--- src/sv/dsd_pkg.sv ---
// ----------------------------------------------------------------------------
// dsd_pkg
// Shared widths, command codes and pipeline word types for the divider.
// ----------------------------------------------------------------------------
package dsd_pkg;

    localparam int DATA_W          = 32;
    localparam int STEPS_PER_STAGE = 2;   // conditional subtracts per stage

    localparam logic [1:0] CMD_UDIV = 2'd0;
    localparam logic [1:0] CMD_UREM = 2'd1;
    localparam logic [1:0] CMD_SDIV = 2'd2;
    localparam logic [1:0] CMD_SREM = 2'd3;

    typedef struct packed {
        logic neg_q;     // quotient gets negated
        logic neg_r;     // remainder gets negated (dividend was negative)
        logic sel_rem;   // deliver remainder instead of quotient
        logic den_zero;  // divisor was zero
    } dsd_ctrl_t;

    typedef struct packed {
        logic [DATA_W-1:0] rem;   // partial remainder
        logic [DATA_W-1:0] quo;   // dividend bits shifting out, quotient bits in
        logic [DATA_W-1:0] den;   // divisor magnitude
        dsd_ctrl_t         ctrl;
    } dsd_work_t;

endpackage

--- src/sv/dsd_prep.sv ---
// ----------------------------------------------------------------------------
// dsd_prep
// Input stage: decodes the command and takes operand magnitudes.
// ----------------------------------------------------------------------------
module dsd_prep (
    input  logic                        aclk,
    input  logic                        aresetn,
    input  logic                        valid_i,
    output logic                        ready_o,
    input  logic [1:0]                  cmd_i,
    input  logic [dsd_pkg::DATA_W-1:0]  dividend_i,
    input  logic [dsd_pkg::DATA_W-1:0]  divisor_i,
    output logic                        valid_o,
    input  logic                        ready_i,
    output dsd_pkg::dsd_work_t          work_o
);
    import dsd_pkg::*;

    logic       valid_reg;
    dsd_work_t  work_reg;
    dsd_work_t  work_next;
    logic       is_signed;
    logic       num_neg;
    logic       den_neg;

    assign ready_o = !valid_reg || ready_i;
    assign valid_o = valid_reg;
    assign work_o  = work_reg;

    always_comb begin
        is_signed = (cmd_i == CMD_SDIV) || (cmd_i == CMD_SREM);
        num_neg   = is_signed && dividend_i[DATA_W-1];
        den_neg   = is_signed && divisor_i[DATA_W-1];
        work_next.rem           = '0;
        work_next.quo           = num_neg ? (-dividend_i) : dividend_i;
        work_next.den           = den_neg ? (-divisor_i) : divisor_i;
        work_next.ctrl.neg_q    = num_neg ^ den_neg;
        work_next.ctrl.neg_r    = num_neg;
        work_next.ctrl.sel_rem  = (cmd_i == CMD_UREM) || (cmd_i == CMD_SREM);
        work_next.ctrl.den_zero = (divisor_i == '0);
    end

    always_ff @(posedge aclk) begin
        if (!aresetn) begin
            valid_reg <= 1'b0;
        end else if (ready_o) begin
            valid_reg <= valid_i;
        end
    end

    always_ff @(posedge aclk) begin
        if (ready_o && valid_i) begin
            work_reg <= work_next;
        end
    end

endmodule

--- config.mk ---
export PLATFORM = sky130hd
export DESIGN_NAME = dsd_prep
export DESIGN_NICKNAME = d
export VERILOG_FILES = /design/src/sv/dsd_pkg.sv /design/src/sv/dsd_prep.sv
export SDC_FILE = /design/constraint.sdc
export NUM_CORES = 1
export LEC_CHECK = 0
export BUFFER_PORTS_ARGS = -buffer_cell sky130_fd_sc_hd__buf_4
export CAP_MARGIN = 20
export CORE_ASPECT_RATIO = 1.2
export CORE_MARGIN = 2
export CORE_UTILIZATION = 51
export DETAILED_ROUTE_END_ITERATION = 10
export GPL_ROUTABILITY_DRIVEN = 0
export PLACE_DENSITY = 0.89
export SLEW_MARGIN = 0
export SYNTH_ARGS = -nofsm -noshare
export SYNTH_HDL_FRONTEND = slang
export SYNTH_SLANG_ARGS = --single-unit
--- constraint.sdc ---
create_clock -name aclk -period 7.2 [get_ports aclk]
set_clock_uncertainty 0.2 [all_clocks]
set_input_delay 1.44 -clock aclk [delete_from_list [all_inputs] [get_ports aclk]]
set_output_delay 1.44 -clock aclk [all_outputs]
set_load 0.01 [all_outputs]
==> impl_metrics.yaml <==
synth:
  netlist.area_leader.share: 0.551
  synth_area_sq_um: 3710
  synth.largest_area_cell: "edfxtp_1"
  ys_dominant_reg_cell: "edfxtp_1"
  async_flop_share: 0
  ys_types: 41
  yosysWarnings: 0
  synth_seq_area_share: 0.556
  synthTopCellsByArea: "edfxtp_1 55%, xnor2_1 8.0%, buf_4 6.5%, xor2_1 5.9%, o31ai_1 2.6%"
  syn_area_per_cell_sq_um: 11.9
  ys_seq_elements: 69
  synth_edf_count: 68
  synth_cells: 311
critical_path:
  cpPeakStageDelay_ps: 150
  path_class: "in -> out"
  crit_top_cell: "buf_4"
  cp-end-kind: "primary output"
  cp_slowest_cell: "nand2b_1"
  startpoint_type: "input port"
  cp.required_ps: 5560
  cp.arrival_ps: 1850
  r2r_start: "valid_o"
  cp_max_fo: 3
  startpoint: "ready_i"
  cp_cell_sequence: "buf_4 -> nand2b_1 -> buf_4"
floorplan:
  fp.coreArea_sq_um: 7150
  die_w_um: 81.8
  die_area_sq_um: 7970
  io_pins: 172
  initial_core_util: 0.519
  rows: 34
  die_h_um: 97.4
global_route:
  first_global_vias: 2806
  grt_pass1_wl_um: 13200
  antenna_found_initial: 0
  grt_max_degree: 69
  overflow: 0
  grt_use_total: 0.220
pwr:
  internal_power_mw: 0.800
  power_mw: 1.05
  p_leak_nw: 2.04
  p_comb_frac: 0.175
  switching_power_mw: 0.247
  vdd_drop_max_mv: 0.110
  p_seq_frac: 0.470
  power-per-cell-area_nw_per_um2: 211
  swShare: 0.236
  clockPowerShare: 0.356
cts:
  clockBufferDepth: 2
  post_cts_buffers: 0
  cts_root_buf: "clkbuf_8"
  clk_pin_slew_ps: 70
  cts_tree: "yes"
  cts_buffers: 9
  clock_latency_ps: 340
  hold_buffers: 0
  post_cts_resized: 0
  h-tree-depth: 3
  cts_sinks: 69
final_layout:
  syn_to_final_growth_pct: 33.6
  fin_nets: 528
  instances_no_fill: 551
  fin_util: 0.693
  num_antenna_cells: 0
  fin_area_sq_um: 4950
  layout-drive-gt1-share: 0.354
route:
  drt-pass1-iter-count: 4
  wirelength_um: 8560
  via_per_inst: 5.24
  drt_iter0_markers: 96
  via_count: 2885
  wl_per_cell_um: 15.5
  ant_nets: 0
  drc: 0
sta:
  slew_headroom: 0.429
  setup_tns_ps: 0
  period_share: 0.484
  setup_viol: 0
  hold_violations: 0
  rsz0062_at_grt: "no"
  fmax_mhz: 287
  worst_slack_ps: 3710
  finalHoldWorstSlack_ps: 336
  period_needed_ps: 3490
  drv_slew: 0
  tightest_slew_ps: 856
placement:
  dp.final_hpwl_um: 6580
  dpl.cell_count: 535
  portBuffers: 139
  dp_slack_ps: 3510
  place_area_sq_um: 4720
run_status:
  status: "completed"
worst_hold_path:
  worstHoldStart: "valid_o"
  hp-class: "reg -> reg"
flow_run:
  drv_cap: 0
[layout make-up]
cell class              instances  area, sq um
clock buffers                  11          131
flip-flops and latches         69         2060
well taps                      90          113
repair buffers                140         1050
fillers                       530         2200
multi-input cells             230         1470
inverters                       6         22.5
clock inverters                 5         98.8
[registers in the layout, indices dropped and copies added (netlist names)]
signal	flops
work_o	68
valid_o	1
[cell usage in the layout (no fill, tap or decap), drive strengths merged, types with 7 or more instances in the layout]
cell type  netlist  final
xnor2           34     34
or3             11     11
nor2            22     22
nor4             8      8
a21oi           12     12
clkbuf           4     11
o31ai           14     14
edfxtp          68     68
buf             33    140
conb             1     32
o21ai           16     16
xor2            25     25
nand2           12     12
nor3             7      7
[Yosys cell counts (all sizes together) (2+ instances only)]
cell type and number:
xor2 25, xnor2 34, inv 6, clkbuf 4, buf 33, nor4 8, nand2 12, nor4b 2
and2 6, or3 11, nor2 22, ha 2, o21ai 16, edfxtp 68, o41ai 3, o31ai 14
a21oi 12, nand4 5, a31oi 4, and3 2, nand2b 3, or4 2, nor3 7
[worst max-delay path: cells and delay by family]
kind | cells | cell delay [ps]
buf+inv | 2 | 250
simple gates | 1 | 150
[cell families (layout without fill, tap and decap cells)]
logic type,count (synthesis),in the layout,synth area share
compound gates,51,51,0.0874
buf+inv,43,162,0.0780
other cells,1,32,0.00101
xor+xnor,59,59,0.139
fa+ha+maj,2,2,0.00675
simple gates,86,86,0.131
flops,69,69,0.556
[metal layers]
| layer | GRT usage | vias to the layer above | part of all wire |
|---|---|---|---|
| met4 | 0.0987 | 0 | 0.025 |
| met5 | 0 | - | 0 |
| li1 | - | 1365 | - |
| met1 | 0.252 | 1334 | 0.36 |
| met3 | 0.0641 | 19 | 0.10 |
| met2 | 0.372 | 167 | 0.52 |
[power groups by stage]
| stage | combinational [mW] | clock (mW) | sequential [mW] |
|---|---|---|---|
| after floorplan | 0.0760 | 0 | 0.518 |
| after global placement | 0.177 | 0 | 0.500 |
| after detailed placement | 0.182 | 0 | 0.501 |
| after CTS | 0.183 | 0.378 | 0.492 |
| after global routing | 0.198 | 0.393 | 0.495 |
| final | 0.183 | 0.372 | 0.492 |
[final timing paths]
path / slack (ps) / cells past startpoint / to
worst max-delay path: 3710 / 3 / ready_o
worst min register to register: 340 / 2 / valid_o
worst min-delay path: 340 / 2 / valid_o
worst max register to register: 5390 / 3 / work_o[65]
(Power assumes the default switching activity.)
