**src/sv/dsd_pkg.sv**
```systemverilog
// ----------------------------------------------------------------------------
// dsd_pkg
// Shared widths, command codes and pipeline word types for the divider.
// ----------------------------------------------------------------------------
package dsd_pkg;

    localparam int DATA_W          = 32;
    localparam int STEPS_PER_STAGE = 2;   // conditional subtracts per stage

    localparam logic [1:0] CMD_UDIV = 2'd0;
    localparam logic [1:0] CMD_UREM = 2'd1;
    localparam logic [1:0] CMD_SDIV = 2'd2;
    localparam logic [1:0] CMD_SREM = 2'd3;

    typedef struct packed {
        logic neg_q;     // quotient gets negated
        logic neg_r;     // remainder gets negated (dividend was negative)
        logic sel_rem;   // deliver remainder instead of quotient
        logic den_zero;  // divisor was zero
    } dsd_ctrl_t;

    typedef struct packed {
        logic [DATA_W-1:0] rem;   // partial remainder
        logic [DATA_W-1:0] quo;   // dividend bits shifting out, quotient bits in
        logic [DATA_W-1:0] den;   // divisor magnitude
        dsd_ctrl_t         ctrl;
    } dsd_work_t;

endpackage

```
**src/sv/dsd_post.sv**
```systemverilog
// ----------------------------------------------------------------------------
// dsd_post
// Output stage: sign correction, zero-divisor handling and result select.
// ----------------------------------------------------------------------------
module dsd_post (
    input  logic                        aclk,
    input  logic                        aresetn,
    input  logic                        valid_i,
    output logic                        ready_o,
    input  dsd_pkg::dsd_work_t          work_i,
    output logic                        valid_o,
    input  logic                        ready_i,
    output logic [dsd_pkg::DATA_W-1:0]  result_o
);
    import dsd_pkg::*;

    logic              valid_reg;
    logic [DATA_W-1:0] result_reg;
    logic [DATA_W-1:0] result_next;
    logic [DATA_W-1:0] quo;
    logic [DATA_W-1:0] quo_fix;
    logic [DATA_W-1:0] rem_fix;

    assign ready_o  = !valid_reg || ready_i;
    assign valid_o  = valid_reg;
    assign result_o = result_reg;

    always_comb begin
        // zero divisor leaves all ones in the quotient; force it to zero
        quo         = work_i.ctrl.den_zero ? '0 : work_i.quo;
        quo_fix     = work_i.ctrl.neg_q ? (-quo) : quo;
        rem_fix     = work_i.ctrl.neg_r ? (-work_i.rem) : work_i.rem;
        result_next = work_i.ctrl.sel_rem ? rem_fix : quo_fix;
    end

    always_ff @(posedge aclk) begin
        if (!aresetn) begin
            valid_reg <= 1'b0;
        end else if (ready_o) begin
            valid_reg <= valid_i;
        end
    end

    always_ff @(posedge aclk) begin
        if (ready_o && valid_i) begin
            result_reg <= result_next;
        end
    end

endmodule

```
**config.mk**
```make
export PLATFORM = sky130hd
export DESIGN_NAME = dsd_post
export DESIGN_NICKNAME = d
export VERILOG_FILES = /design/src/sv/dsd_pkg.sv /design/src/sv/dsd_post.sv
export SDC_FILE = /design/constraint.sdc
export NUM_CORES = 1
export LEC_CHECK = 0
export ABC_AREA = 1
export BUFFER_PORTS_ARGS = -buffer_cell sky130_fd_sc_hd__buf_2
export CORE_ASPECT_RATIO = 1.1
export CORE_MARGIN = 4
export CORE_UTILIZATION = 45
export CTS_CLUSTER_SIZE = 20
export DETAILED_ROUTE_END_ITERATION = 12
export PLACE_DENSITY_LB_ADDON = 0.25
export SLEW_MARGIN = 20
export SYNTH_ARGS = -nofsm -noshare
export SYNTH_HDL_FRONTEND = slang
export SYNTH_SLANG_ARGS = --single-unit
```
**constraint.sdc**
```tcl
create_clock -name aclk -period 2.2 [get_ports aclk]
set_input_delay 0.22 -clock aclk [delete_from_list [all_inputs] [get_ports aclk]]
set_output_delay 0.22 -clock aclk [all_outputs]
set_load 0.02 [all_outputs]
```
==> impl_metrics.toml <==
[setup_path]
crit_type = "primary input to register"
rrSetupSlack_ns = 0.96
startpoint = "work_i[0]"
critPathCapture = "result_o[10]$_DFFE_PP_"
arrival_ns = 1.68
reg2reg_from = "valid_o$_SDFFE_PN0N_"
reg2regPathDepth = 2
setup.worst_path.end_class = "register"
required_ns = 2.24
path_max_fanout = 9
r2r-end = "result_o[20]$_DFFE_PP_"
start_kind = "primary input"

[clocking]
cts_buffer_depth = 2
clock_latency_ns = 0.30
cts_tree = "yes"
root_buffer = "clkbuf_8"
ctsHoldBuffers = 0
numCtsBuffers = 5
clkSinkCount = 33
htree_levels = 2
clk_pin_slew_worst_paths_ns = 0.08
cts_setup_buffers = 0
cts.repair.resized = 0

[power_and_ir_drop]
vdd_drop_max_mv = 0.227
power_density_mw_per_mm2 = 473
sw_frac_of_total_pct = 36.1
pwr-share-comb_pct = 35.6
pwr-share-clk_pct = 25.8
total_power_mw = 1.99
p_seq_share_pct = 38.6
p_leak_nw = 2.11
netSwitchingPower_mw = 0.720
p_int_mw = 1.28

[cells_and_area]
syn2layout_area_growth_pct = 20.5
layout_commonest_cell = "nand2_1"
regArea_um2 = 981
num_antenna_cells = 0
most-common-layout-cells = "163 x nand2_1, 105 x buf_2, 89 x nand3_1, 59 x inv_1, 48 x o21ai_0"
layout-drive-gt1-share_pct = 24.0
final_net_count = 771
fillers = 748
multi_input_area_mm2 = 0.00218

[timing]
fin_crit_ns = 1.64
tns_ns = 0
max_freq_ghz = 0.610
timing.slew.headroom_pct = 59.6
skew_ns = 0.0119
finalCritPeriodShare_pct = 74.5
whs_ns = 0.180
setup_violations = 0
final-max-slew-violation-count = 0
worst_pin_slew_ns = 0.601
finalHoldViolations = 0
rsz0062_at_grt = "no"

[synth]
seq_area_frac_synth_pct = 28.0
ys_warn_count = 0
ys_types = 37
avgSynthCellArea_um2 = 6.23
synthCells = 562
yosys_register_bits = 33
syn_nets = 668
syn_area_mm2 = 0.00350

[detailed_routing]
vias = 4108
wl_met3_um = 846
wl_met1_mm = 4.63
drt_iter0_markers = 272
dr.pass1.iters = 5
post_drt_wl_per_cell_um = 13.5
drc = 0
topRoutingLayerUsed = "met4"
wl_mm = 10.4
detail_route.vias_per_cell = 5.33
ant_nets = 0
dr_wl_met2_mm = 4.76

[hold_path]
hp-class = "primary input to register"

[die]
die_x_um = 92.1
dieHeight_um = 100
core_mm2 = 0.00751
start_util_pct = 46.6
rows = 33
dieArea_mm2 = 0.00925
io_pins = 138

[grt]
antenna_found_initial = 0
grt_usage_pct = 22.1
grt_pass1_vias = 3606
grt_pass1_wl_mm = 16.5
gr-total-overflow = 0
grt_max_degree = 34

[outcome]
status = "finished, final reports clean"

[run]
cap_violations = 0

[placed_design]
gp_congestion = 0.963
dp_hpwl_mm = 8.41
portBuffers = 105
## cell families after synthesis
kind of cell | share of synthesized area [%]
buf+inv | 9.97
compound gates | 15.1
simple gates | 46.2
fa+ha+maj | 0.715
flops | 28.0
## how the worst min path moves through the flow
| stage | from | endpoint | slack, ns | cells past startpoint |
|---|---|---|---|---|
| final | aresetn | valid_o$_SDFFE_PN0N_ | 0.18 | 2 |
| after detailed placement | aresetn | valid_o$_SDFFE_PN0N_ | 0.48 | 2 |
| after floorplan | aresetn | valid_o$_SDFFE_PN0N_ | 0.37 | 1 |
| after CTS | aresetn | valid_o$_SDFFE_PN0N_ | 0.17 | 2 |
| after global routing | aresetn | valid_o$_SDFFE_PN0N_ | 0.19 | 2 |
| after global placement | aresetn | valid_o$_SDFFE_PN0N_ | 0.48 | 2 |
## layer usage
layer	up-vias	GRT usage, %
li1	2095	-
met1	1807	30.3
met2	191	36.8
met3	15	2.69
met4	0	6.06
met5	-	0
## through the flow
| step | area [um^2] | utilization (%) | instances | setup slack [ns] |
|---|---|---|---|---|
| 2_1_floorplan | 3500 | - | 562 | 0.467 |
| 3_3_place_gp | 4120 | 54.8 | 763 | 0.292 |
| 3_5_place_dp | 4120 | 54.8 | 763 | 0.254 |
| 4_1_cts | 4220 | 56.1 | 771 | 0.568 |
| 5_1_grt | 4220 | 56.1 | 771 | 0.377 |
| 6_report | 4220 | 56.1 | 771 | 0.561 |
## sequential cells by signal, indices dropped and copies added (netlist names)
name	count
result_o	32
valid_o	1
## cells in the mapped netlist (all sizes together)
library cell | n | area share [%]
nand2 | 180 | 21
inv | 60 | 6.4
o21ai | 64 | 9.6
a31oi | 2 | 0.36
ha | 2 | 0.71
nor2 | 50 | 6.2
edfxtp | 32 | 27
or2 | 4 | 0.71
o21bai | 1 | 0.21
clkinv | 3 | 0.32
nand3 | 93 | 14
o31ai | 4 | 0.86
o21a | 1 | 0.21
nand3b | 1 | 0.21
a21oi | 22 | 3.5
buf | 12 | 2.7
dfxtp | 1 | 0.57
nor3 | 9 | 1.4
a21boi | 1 | 0.21
nand4 | 14 | 2.5
o22ai | 1 | 0.18
clkbuf | 5 | 0.54
## power by group through the flow
stage	combinational (mW)	clock, mW	sequential [mW]
6_report	0.711	0.514	0.770
5_1_grt	0.791	0.547	0.774
4_1_cts	0.706	0.526	0.770
3_5_place_dp	0.703	0	0.784
3_3_place_gp	0.692	0	0.783
2_1_floorplan	0.399	0	0.853
## layout make-up
| type | instances | share of cell area, % |
|---|---|---|
| clock buffers | 7 | 2.28 |
| clock inverters | 1 | 0.119 |
| inverters | 63 | 5.61 |
| multi-input cells | 449 | 51.7 |
| flip-flops and latches | 33 | 23.3 |
| well taps | 105 | 3.12 |
| repair buffers | 113 | 13.9 |
## critical path, stage by stage
cell and delay (ns):
buf_2 0.11, inv_2 0.16, nand2_1 0.14, ha_1 0.24, nand3_2 0.08, nand2_2 0.08, nand3_1 0.12, inv_1 0.13
o21ai_0 0.27, o21ai_0 0.13
Note: power is estimated with default switching activity, not from simulation.
