`config.mk`:
```
export PLATFORM = sky130hd
export DESIGN_NAME = dsd_step_stage
export DESIGN_NICKNAME = d
export VERILOG_FILES = /design/src/sv/dsd_pkg.sv /design/src/sv/dsd_step_stage.sv
export SDC_FILE = /design/constraint.sdc
export NUM_CORES = 1
export LEC_CHECK = 0
export BUFFER_PORTS_ARGS = -buffer_cell sky130_fd_sc_hd__buf_2
export CORE_MARGIN = 2
export CORE_UTILIZATION = 30
export CTS_BUF_LIST = sky130_fd_sc_hd__clkbuf_4
export CTS_CLUSTER_SIZE = 20
export DETAILED_ROUTE_END_ITERATION = 10
export GPL_TIMING_DRIVEN = 1
export PLACE_DENSITY = 0.64
export SETUP_SLACK_MARGIN = 0.3
export SYNTH_ARGS = -nofsm -noshare
export SYNTH_HDL_FRONTEND = slang
export SYNTH_SLANG_ARGS = --single-unit
```
`constraint.sdc`:
```
create_clock -name aclk -period 6.6 [get_ports aclk]
set_input_delay 0.99 -clock aclk [delete_from_list [all_inputs] [get_ports aclk]]
set_output_delay 0.99 -clock aclk [all_outputs]
set_load 0.005 [all_outputs]
```
`src/sv/dsd_pkg.sv`:
```
// ----------------------------------------------------------------------------
// dsd_pkg
// Shared widths, command codes and pipeline word types for the divider.
// ----------------------------------------------------------------------------
package dsd_pkg;

    localparam int DATA_W          = 32;
    localparam int STEPS_PER_STAGE = 2;   // conditional subtracts per stage

    localparam logic [1:0] CMD_UDIV = 2'd0;
    localparam logic [1:0] CMD_UREM = 2'd1;
    localparam logic [1:0] CMD_SDIV = 2'd2;
    localparam logic [1:0] CMD_SREM = 2'd3;

    typedef struct packed {
        logic neg_q;     // quotient gets negated
        logic neg_r;     // remainder gets negated (dividend was negative)
        logic sel_rem;   // deliver remainder instead of quotient
        logic den_zero;  // divisor was zero
    } dsd_ctrl_t;

    typedef struct packed {
        logic [DATA_W-1:0] rem;   // partial remainder
        logic [DATA_W-1:0] quo;   // dividend bits shifting out, quotient bits in
        logic [DATA_W-1:0] den;   // divisor magnitude
        dsd_ctrl_t         ctrl;
    } dsd_work_t;

endpackage

```
`src/sv/dsd_step_stage.sv`:
```
// ----------------------------------------------------------------------------
// dsd_step_stage
// One pipeline stage of restoring division: STEPS shift/subtract steps.
// ----------------------------------------------------------------------------
module dsd_step_stage #(
    parameter int STEPS = dsd_pkg::STEPS_PER_STAGE
) (
    input  logic                aclk,
    input  logic                aresetn,
    input  logic                valid_i,
    output logic                ready_o,
    input  dsd_pkg::dsd_work_t  work_i,
    output logic                valid_o,
    input  logic                ready_i,
    output dsd_pkg::dsd_work_t  work_o
);
    import dsd_pkg::*;

    logic       valid_reg;
    dsd_work_t  work_reg;
    dsd_work_t  work_next;

    assign ready_o = !valid_reg || ready_i;
    assign valid_o = valid_reg;
    assign work_o  = work_reg;

    always_comb begin
        logic [DATA_W:0] shifted;
        logic [DATA_W:0] diff;
        work_next = work_i;
        for (int k = 0; k < STEPS; k++) begin
            shifted = {work_next.rem, work_next.quo[DATA_W-1]};
            diff    = shifted - {1'b0, work_next.den};
            // borrow out means the trial subtract failed: restore
            work_next.quo = {work_next.quo[DATA_W-2:0], ~diff[DATA_W]};
            work_next.rem = diff[DATA_W] ? shifted[DATA_W-1:0] : diff[DATA_W-1:0];
        end
    end

    always_ff @(posedge aclk) begin
        if (!aresetn) begin
            valid_reg <= 1'b0;
        end else if (ready_o) begin
            valid_reg <= valid_i;
        end
    end

    always_ff @(posedge aclk) begin
        if (ready_o && valid_i) begin
            work_reg <= work_next;
        end
    end

endmodule

```
==> results.cfg, run 1 <==
[status]
status = finished, final reports clean

[logic_synthesis]
synth_top_area_share_pct = 42.3
syn_nets = 823
syn_area_um2 = 7090
synthTopCellsByCount = 100 x edfxtp_1, 64 x ha_1, 60 x a21oi_1
avgSynthCellArea_um2 = 10.9
ys_async_sr_fraction_pct = 0
synth_edf_count = 100
synth-seq-area-share_pct = 42.6
yosysTopAreaCell = edfxtp_1
synth_most_common_cell = edfxtp_1
ys_seq_elements = 101
synth_cell_type_count = 56
yosysWarnings = 0
synth_ff_type = edfxtp_1
ys_top_cells_by_area = edfxtp_1 42%, ha_1 11%, mux2_2 5.6%, xnor2_1 4.7%, a21oi_1 4.2%
netlist_instances = 653

[setup_path]
cp_top_family = compound AO/OA/AOI/OAI gates
ff2ff_setup_slack_ns = 4.45
cpMostUsedCell = buf_12
critical_path.max_stage_delay_ns = 0.37
required_ns = 6.85
cp-start-kind = input pin
reg2reg_to = work_o[82]
critPathCaptureType = flop
arrival_ns = 6.29
slowest_stage = mux2_2
r2r_start = valid_o
crit_buf_inv = 6
ff2ff_path_depth = 3
crit_fanout = 14
path_class = input pin to flop

[placed_design]
place_area_um2 = 8810
post-place-ws_ns = -0.140
post-dp-hpwl_um = 15400
finalWeightedCongestion = 0.901
numPortBuffers = 205
dp.cells = 1207

[clocking]
cts_tree = yes
cts_max_level = 3
clock_path_buffers = 2
cts_sinks = 101
clk_latency_ns = 0.51
cts-root-buf = clkbuf_4
path_clk_slew_ns = 0.20
numCtsBuffers = 9

[floorplanning]
die_h_um = 158
start_util_pct = 30.4
ioPinCount = 206
rows = 56
fp.dieArea_um2 = 24900
die_w_um = 158
core_area_um2 = 23300

[sta]
finalWorstSetupSlack_ns = 0.559
period_needed_ns = 6.04
slew_headroom_pct = 52.0
whs_ns = 0.594
slew_viol_final = 0
worst_slew_pin_slew_ns = 0.720
fin_crit_sh_pct = 91.5
skew_ns = 0.0282
hold_violations = 0
setup_viol = 0
grt_setup_unrepaired = no
fmax_mhz = 166
fin_tns_setup_ns = 0

[final_layout]
drive_above_1_share_pct = 35.5
final_net_count = 1074
finalNonFillerCells = 1229
final_area_um2 = 9130
area_growth_syn_to_layout_pct = 28.7
fill_cells = 2336

[worst_hold_path]
min_from = valid_o
hold_depth = 2
min_to = valid_o
hold_path_class = flop to flop

[detailed_routing]
first_iter_violations = 209
via_count = 5828
drt-total-wl_um = 19400
ant_nets = 0
drc = 0
vias_per_cell = 4.74
first_pass_iters = 4
wl_per_cell_um = 15.8

[power_and_ir_drop]
netSwitchingFraction_pct = 36.2
p_sw_mw = 0.888
clockPowerShare_pct = 14.4
combinationalPowerShare_pct = 50.2
p_seq_share_pct = 35.4
leakagePower_nw = 4.10
intPower_mw = 1.57
power.density_nw_per_um2 = 269
vdd_drop_max_mv = 0.119

[global_routing]
overflow = 0
grt_pass1_wl_um = 29200
grt_pass1_vias = 5809
grt_max_degree = 58
groute.usage.overall_pct = 15.1
antenna_found_initial = 1

[flow_run]
max_cap_viol_count = 0
-- tightest hold or removal path: stages, from the launching register on --
cell      delay [ns]
dfxtp_1         0.36
nand2b_1        0.12
a21boi_0        0.10
-- sequential cells by signal (all words and copies together) (netlist names) --
register and cells:
valid_o 1, work_o 100
-- how the worst max path moves through the flow --
stage | startpoint | to | slack (ns) | depth (start not counted)
global route | work_i[67] | work_o[75] | 0.30 | 28
floorplan | work_i[67] | work_o[73] | 0.31 | 27
global placement | work_i[67] | work_o[75] | 0.09 | 27
detailed placement | work_i[67] | work_o[75] | -0.14 | 27
finish | work_i[67] | work_o[75] | 0.56 | 28
CTS | work_i[67] | work_o[75] | 0.40 | 27
-- cell usage in the layout (no fill, tap or decap), types with 18 or more instances in the layout --
master,Yosys,layout
nor2_1,37,36
xor2_1,18,18
o21ai_0,24,22
mux2_1,23,23
edfxtp_1,100,100
ha_1,64,60
buf_4,0,41
a21o_1,33,33
mux2_2,35,35
a21oi_1,60,59
xnor2_1,38,38
inv_1,52,52
buf_2,2,205
nand2_1,38,38
-- area by class of cell --
class                           instances  area [um^2]  share of cell area, %
Inverter                               52          195                   2.14
Sequential cell                       101         3020                   33.1
Antenna cell                            1         2.50                 0.0274
Timing Repair Buffer                  253         1480                   16.2
Multi-Input combinational cell        487         3880                   42.5
Clock buffer                            9         67.6                  0.740
Clock inverter                          7         86.3                  0.946
Tap cell                              319          399                   4.37
-- power by group through the flow --
| stage | Combinational (mW) | Sequential [mW] | Clock (mW) |
|---|---|---|---|
| after floorplan | 0.732 | 0.898 | 0 |
| after global placement | 1.13 | 0.888 | 0 |
| after detailed placement | 1.14 | 0.885 | 0 |
| after CTS | 1.15 | 0.873 | 0.379 |
| after global routing | 1.36 | 0.882 | 0.390 |
| final | 1.23 | 0.869 | 0.353 |
-- metal layers --
metal	GRT usage, %	up-vias	routed length [um]
li1	-	2929	-
met1	18.9	2729	8640
met2	26.4	154	9400
met3	3.20	16	1100
met4	3.33	0	244
met5	0	-	0
-- cell families (layout without fill, tap and decap cells) --
group | Yosys count | after routing | share of synthesized area [%]
flip-flops | 101 | 101 | 42.6
multiplexers | 61 | 61 | 9.81
adder cells (fa/ha/maj) | 66 | 66 | 11.9
XOR/XNOR | 57 | 57 | 7.30
other | 0 | 1 | 0
AO/OA/AOI/OAI | 180 | 180 | 16.5
AND/OR/NAND/NOR | 123 | 123 | 8.06
buffers and inverters | 65 | 321 | 3.90
-- stage by stage --
step                      util, %  power (mW)
after detailed placement     37.8        2.02
after floorplan                 -        1.63
after global routing         39.1        2.63
after global placement       37.8        2.02
after CTS                    38.4        2.40
final                        39.1        2.46
-- what timing repair did --
item | in CTS | in global routing
hold buffers | 0 | 0
gates resized for setup | 0 | 14
endpoints found under the setup margin | 0 | 33
setup buffers | 0 | 2
endpoints found under the hold margin | 0 | 0
Power figures use the tool's default switching activity.
==> inputs of run 2 (changes only) <==
Settings changed: CORE_ASPECT_RATIO set to 0.75.
==> results.cfg, run 2 (synthesized netlist as in run 1, its figures left out) <==
[clocking]
cts_tree = yes
numCtsBuffers = 9
post_cts_hold_buffer_count = 0
cts_max_level = 3
clk_latency_ns = 0.50
path_clk_slew_ns = 0.18
cts-root-buf = clkbuf_4
clock_path_buffers = 2
cts_sinks = 101

[global_routing]
met2_usage_pct = 24.4
grt_pass1_vias = 5800
grt_pass1_wl_um = 30300
grt_max_degree = 66
grt_util_met1_pct = 21.8
antenna_found_initial = 4
groute.usage.overall_pct = 15.7
met3_usage_pct = 4.50
overflow = 0
grt_most_used_layer = met2

[final_layout]
final_common_cell = buf_2
fill_cells = 2288
multi_input_area_um2 = 3910
register_area_um2 = 3020
final_area_um2 = 9400
final_net_count = 1121
largest_reg_flops = 100
drive_above_1_share_pct = 39.3
area_growth_syn_to_layout_pct = 32.5
mostFrequentLayoutCells = 205 x buf_2, 100 x edfxtp_1, 92 x buf_4, 59 x a21oi_1, 59 x ha_1
utilization_pct = 40.6

[setup_path]
cpMostUsedCell = buf_4
reg2reg_to = work_o[84]
crit_fanout = 4
cp-start-kind = input pin
startpoint = work_i[67]
endpoint = work_o[93]
critical_path.max_stage_delay_ns = 0.38
r2r_start = valid_o
ff2ff_path_depth = 3
arrival_ns = 6.28
path_class = input pin to flop
slowest_stage = mux2_2
critPathCaptureType = flop
required_ns = 6.87
ff2ff_setup_slack_ns = 4.51

[power_and_ir_drop]
power.density_nw_per_um2 = 256
vdd_drop_max_mv = 0.125
total_power_mw = 2.41
leakagePower_nw = 4.30

[status]
status = finished, final reports clean

[floorplanning]
start_util_pct = 30.7
die_w_um = 182
fp.dieArea_um2 = 24900
ioPinCount = 206
rows = 48
die_h_um = 137
core_area_um2 = 23100

[placed_design]
post-place-ws_ns = -0.365
finalWeightedCongestion = 0.840
post-dp-hpwl_um = 16100
place_area_um2 = 9140
numPortBuffers = 205

[detailed_routing]
first_pass_iters = 5
ant_nets = 0
wl_per_cell_um = 16.0
via_count = 6011
vias_per_cell = 4.78
first_iter_violations = 330
drt-total-wl_um = 20100
drc = 0

[sta]
fmax_mhz = 166
finalWorstSetupSlack_ns = 0.588
skew_ns = 0.0175
slew_viol_final = 0
fin_crit_sh_pct = 91.1
period_needed_ns = 6.01
worst_slew_pin_slew_ns = 0.822
grt_setup_unrepaired = no
hold_violations = 0
slew_headroom_pct = 45.2
setup_viol = 0

[worst_hold_path]
min_from = valid_o
hold_path_class = flop to flop

[flow_run]
max_cap_viol_count = 0
run 2: layout make-up:
type                            count  share of cell area, %
Timing Repair Buffer              300                   18.7
Clock buffer                        9                  0.719
Antenna cell                        1                 0.0266
Tap cell                          300                   3.99
Multi-Input combinational cell    487                   41.6
Sequential cell                   101                   32.2
Inverter                           52                   2.08
Clock inverter                      7                  0.706
run 2: timing repair:
action,CTS,global route
buffers inserted,0,2
setup endpoints to repair,2,32
resized for setup,1,23
pin swaps,0,7
run 2: worst max-delay path: cells and delay by family:
kind            cells  cell delay, ns
xor+xnor            1            0.13
buf+inv             7            0.75
fa+ha+maj           3            0.84
mux                 2            0.67
simple gates        5            0.59
compound gates     11            2.30
run 2: power breakdown:
group / internal, mW / switching [mW]
clock: 0.0866 / 0.252
sequential: 0.844 / 0.0252
combinational: 0.602 / 0.598
run 2: how the worst min path moves through the flow:
stage	slack, ns	cells after the start	end
final	0.54	2	valid_o
after global routing	0.58	1	work_o[61]
after CTS	0.55	2	valid_o
after detailed placement	0.52	2	valid_o
after global placement	0.51	2	valid_o
after floorplan	0.54	2	valid_o
run 2: per-stage QoR:
| step | hold slack, ns | instances | setup TNS [ns] |
|---|---|---|---|
| 2_1_floorplan | 0.537 | 653 | 0 |
| 3_3_place_gp | 0.513 | 1238 | -0.688 |
| 3_5_place_dp | 0.524 | 1238 | -2.00 |
| 4_1_cts | 0.547 | 1254 | 0 |
| 5_1_grt | 0.578 | 1256 | 0 |
| 6_report | 0.541 | 1257 | 0 |
run 2: metal layers:
layer  wire, um  vias to the layer above
met5         38                        -
met4        159                        6
met3       1310                       17
met2       8730                      188
met1       9820                     2784
li1           -                     3016
==> inputs of run 3 (changes only) <==
Settings changed: PLACE_DENSITY 0.64 to 0.62.
Clock period 6.6 ns to 7.1 ns, I/O delays scaled along.
==> results.cfg, run 3 (synthesized netlist as in run 1, its figures left out) <==
[clocking]
clk_latency_ns = 0.51
cts-root-buf = clkbuf_4
cts_tree = yes
clock_path_buffers = 2
cts_max_level = 3
path_clk_slew_ns = 0.17
numCtsBuffers = 9
cts_sinks = 101
post_cts_hold_buffer_count = 0

[placed_design]
post-dp-hpwl_um = 15200
numPortBuffers = 205
finalWeightedCongestion = 0.884
post-place-ws_ns = -0.0641
place_area_um2 = 8620
dp.cells = 1169

[final_layout]
largest_reg_flops = 100
finalNonFillerCells = 1189
final_common_cell = buf_2
drive_above_1_share_pct = 33.1
final_area_um2 = 8790
area_growth_syn_to_layout_pct = 23.9
final_net_count = 1051
mostFrequentLayoutCells = 205 x buf_2, 100 x edfxtp_1, 64 x ha_1, 60 x a21oi_1, 52 x inv_1

[floorplanning]
die_w_um = 182
start_util_pct = 30.7
fp.dieArea_um2 = 24900
ioPinCount = 206
rows = 48
core_area_um2 = 23100
die_h_um = 137

[setup_path]
reg2reg_to = work_o[85]
endpoint = work_o[88]
r2r_start = valid_o
slowest_stage = fa_1
arrival_ns = 6.65
startpoint = work_i[67]
cp_top_family = compound AO/OA/AOI/OAI gates
critical_path.max_stage_delay_ns = 0.40
path_class = input pin to flop
critPathCaptureType = flop
crit_buf_inv = 5
ff2ff_path_depth = 3
path_depth = 27
required_ns = 7.37
cp-start-kind = input pin
ff2ff_setup_slack_ns = 5.01
crit_fanout = 24

[power_and_ir_drop]
leakagePower_nw = 3.96
vdd_drop_max_mv = 0.115
power.density_nw_per_um2 = 241

[sta]
fin_tns_setup_ns = 0
worst_slew_pin_slew_ns = 0.772
setup_viol = 0
fmax_mhz = 157
finalWorstSetupSlack_ns = 0.714
skew_ns = 0.0126
slew_headroom_pct = 48.5
period_needed_ns = 6.39
slew_viol_final = 0
fin_crit_sh_pct = 89.9
hold_violations = 0
grt_setup_unrepaired = no

[detailed_routing]
wl_per_cell_um = 15.9
vias_per_cell = 4.86
ant_nets = 0
first_iter_violations = 264
first_pass_iters = 4
drt-total-wl_um = 18900
drc = 0
via_count = 5781

[global_routing]
antenna_found_initial = 6
grt_max_degree = 62
groute.usage.overall_pct = 15.1
grt_pass1_wl_um = 29300
overflow = 0
grt_pass1_vias = 5565

[worst_hold_path]
hold_path_class = flop to flop

[flow_run]
max_cap_viol_count = 0

[status]
status = finished, final reports clean
[run 3: cell count changes in the layout (fill, tap and decap cells not counted), moves of 2 or more]
| cell | delta |
|---|---|
| clkinv_4 | +3 |
| inv_6 | -3 |
| buf_6 | -2 |
| o21ai_2 | -2 |
| diode_2 | +2 |
| o21ai_0 | +2 |
| ha_4 | -3 |
| ha_1 | +5 |
| buf_4 | -69 |
| ha_2 | -2 |
[run 3: worst min-delay path by stage]
stage | cells after the start | from | end
finish | 2 | valid_o | valid_o
global route | 2 | valid_o | valid_o
CTS | 2 | valid_o | valid_o
detailed placement | 2 | valid_o | valid_o
global placement | 2 | valid_o | valid_o
floorplan | 2 | valid_o | valid_o
[run 3: routing by layer]
layer | vias to the layer above | share of wire, % | track usage [%]
met3 | 21 | 8.2 | 5.22
met5 | - | 0.18 | 0
met1 | 2673 | 48 | 20.1
met4 | 6 | 0.97 | 3.34
met2 | 202 | 42 | 23.8
li1 | 2879 | - | -
[run 3: layout make-up]
class                   count  area (um^2)
diodes                      3         7.51
flip-flops and latches    101         3020
fillers                  2341        14300
inverters                  52          195
repair buffers            230         1240
clock inverters             6         56.3
multi-input cells         487         3810
well taps                 300          375
clock buffers              10         75.1
[run 3: what timing repair did]
item | CTS | global route
hold endpoints to repair | 0 | 0
endpoints found under the setup margin | 0 | 30
gates resized for setup | 0 | 7
setup buffers | 0 | 1
[run 3: per-stage QoR]
step | hold slack [ns] | power [mW] | util [%]
finish | 0.555 | 2.12 | 38.0
global route | 0.599 | 2.28 | 38.0
CTS | 0.558 | 2.14 | 37.9
detailed placement | 0.533 | 1.82 | 37.3
global placement | 0.518 | 1.81 | 37.3
floorplan | 0.537 | 1.51 | -
[run 3: tightest hold or removal path: stages (launching register included)]
cell      delay [ns]
dfxtp_1         0.34
nand2b_1        0.10
a21boi_0        0.09
[run 3: power breakdown]
group | switching (mW) | internal [mW]
Combinational | 0.525 | 0.486
Clock | 0.224 | 0.0826
Sequential | 0.0194 | 0.784
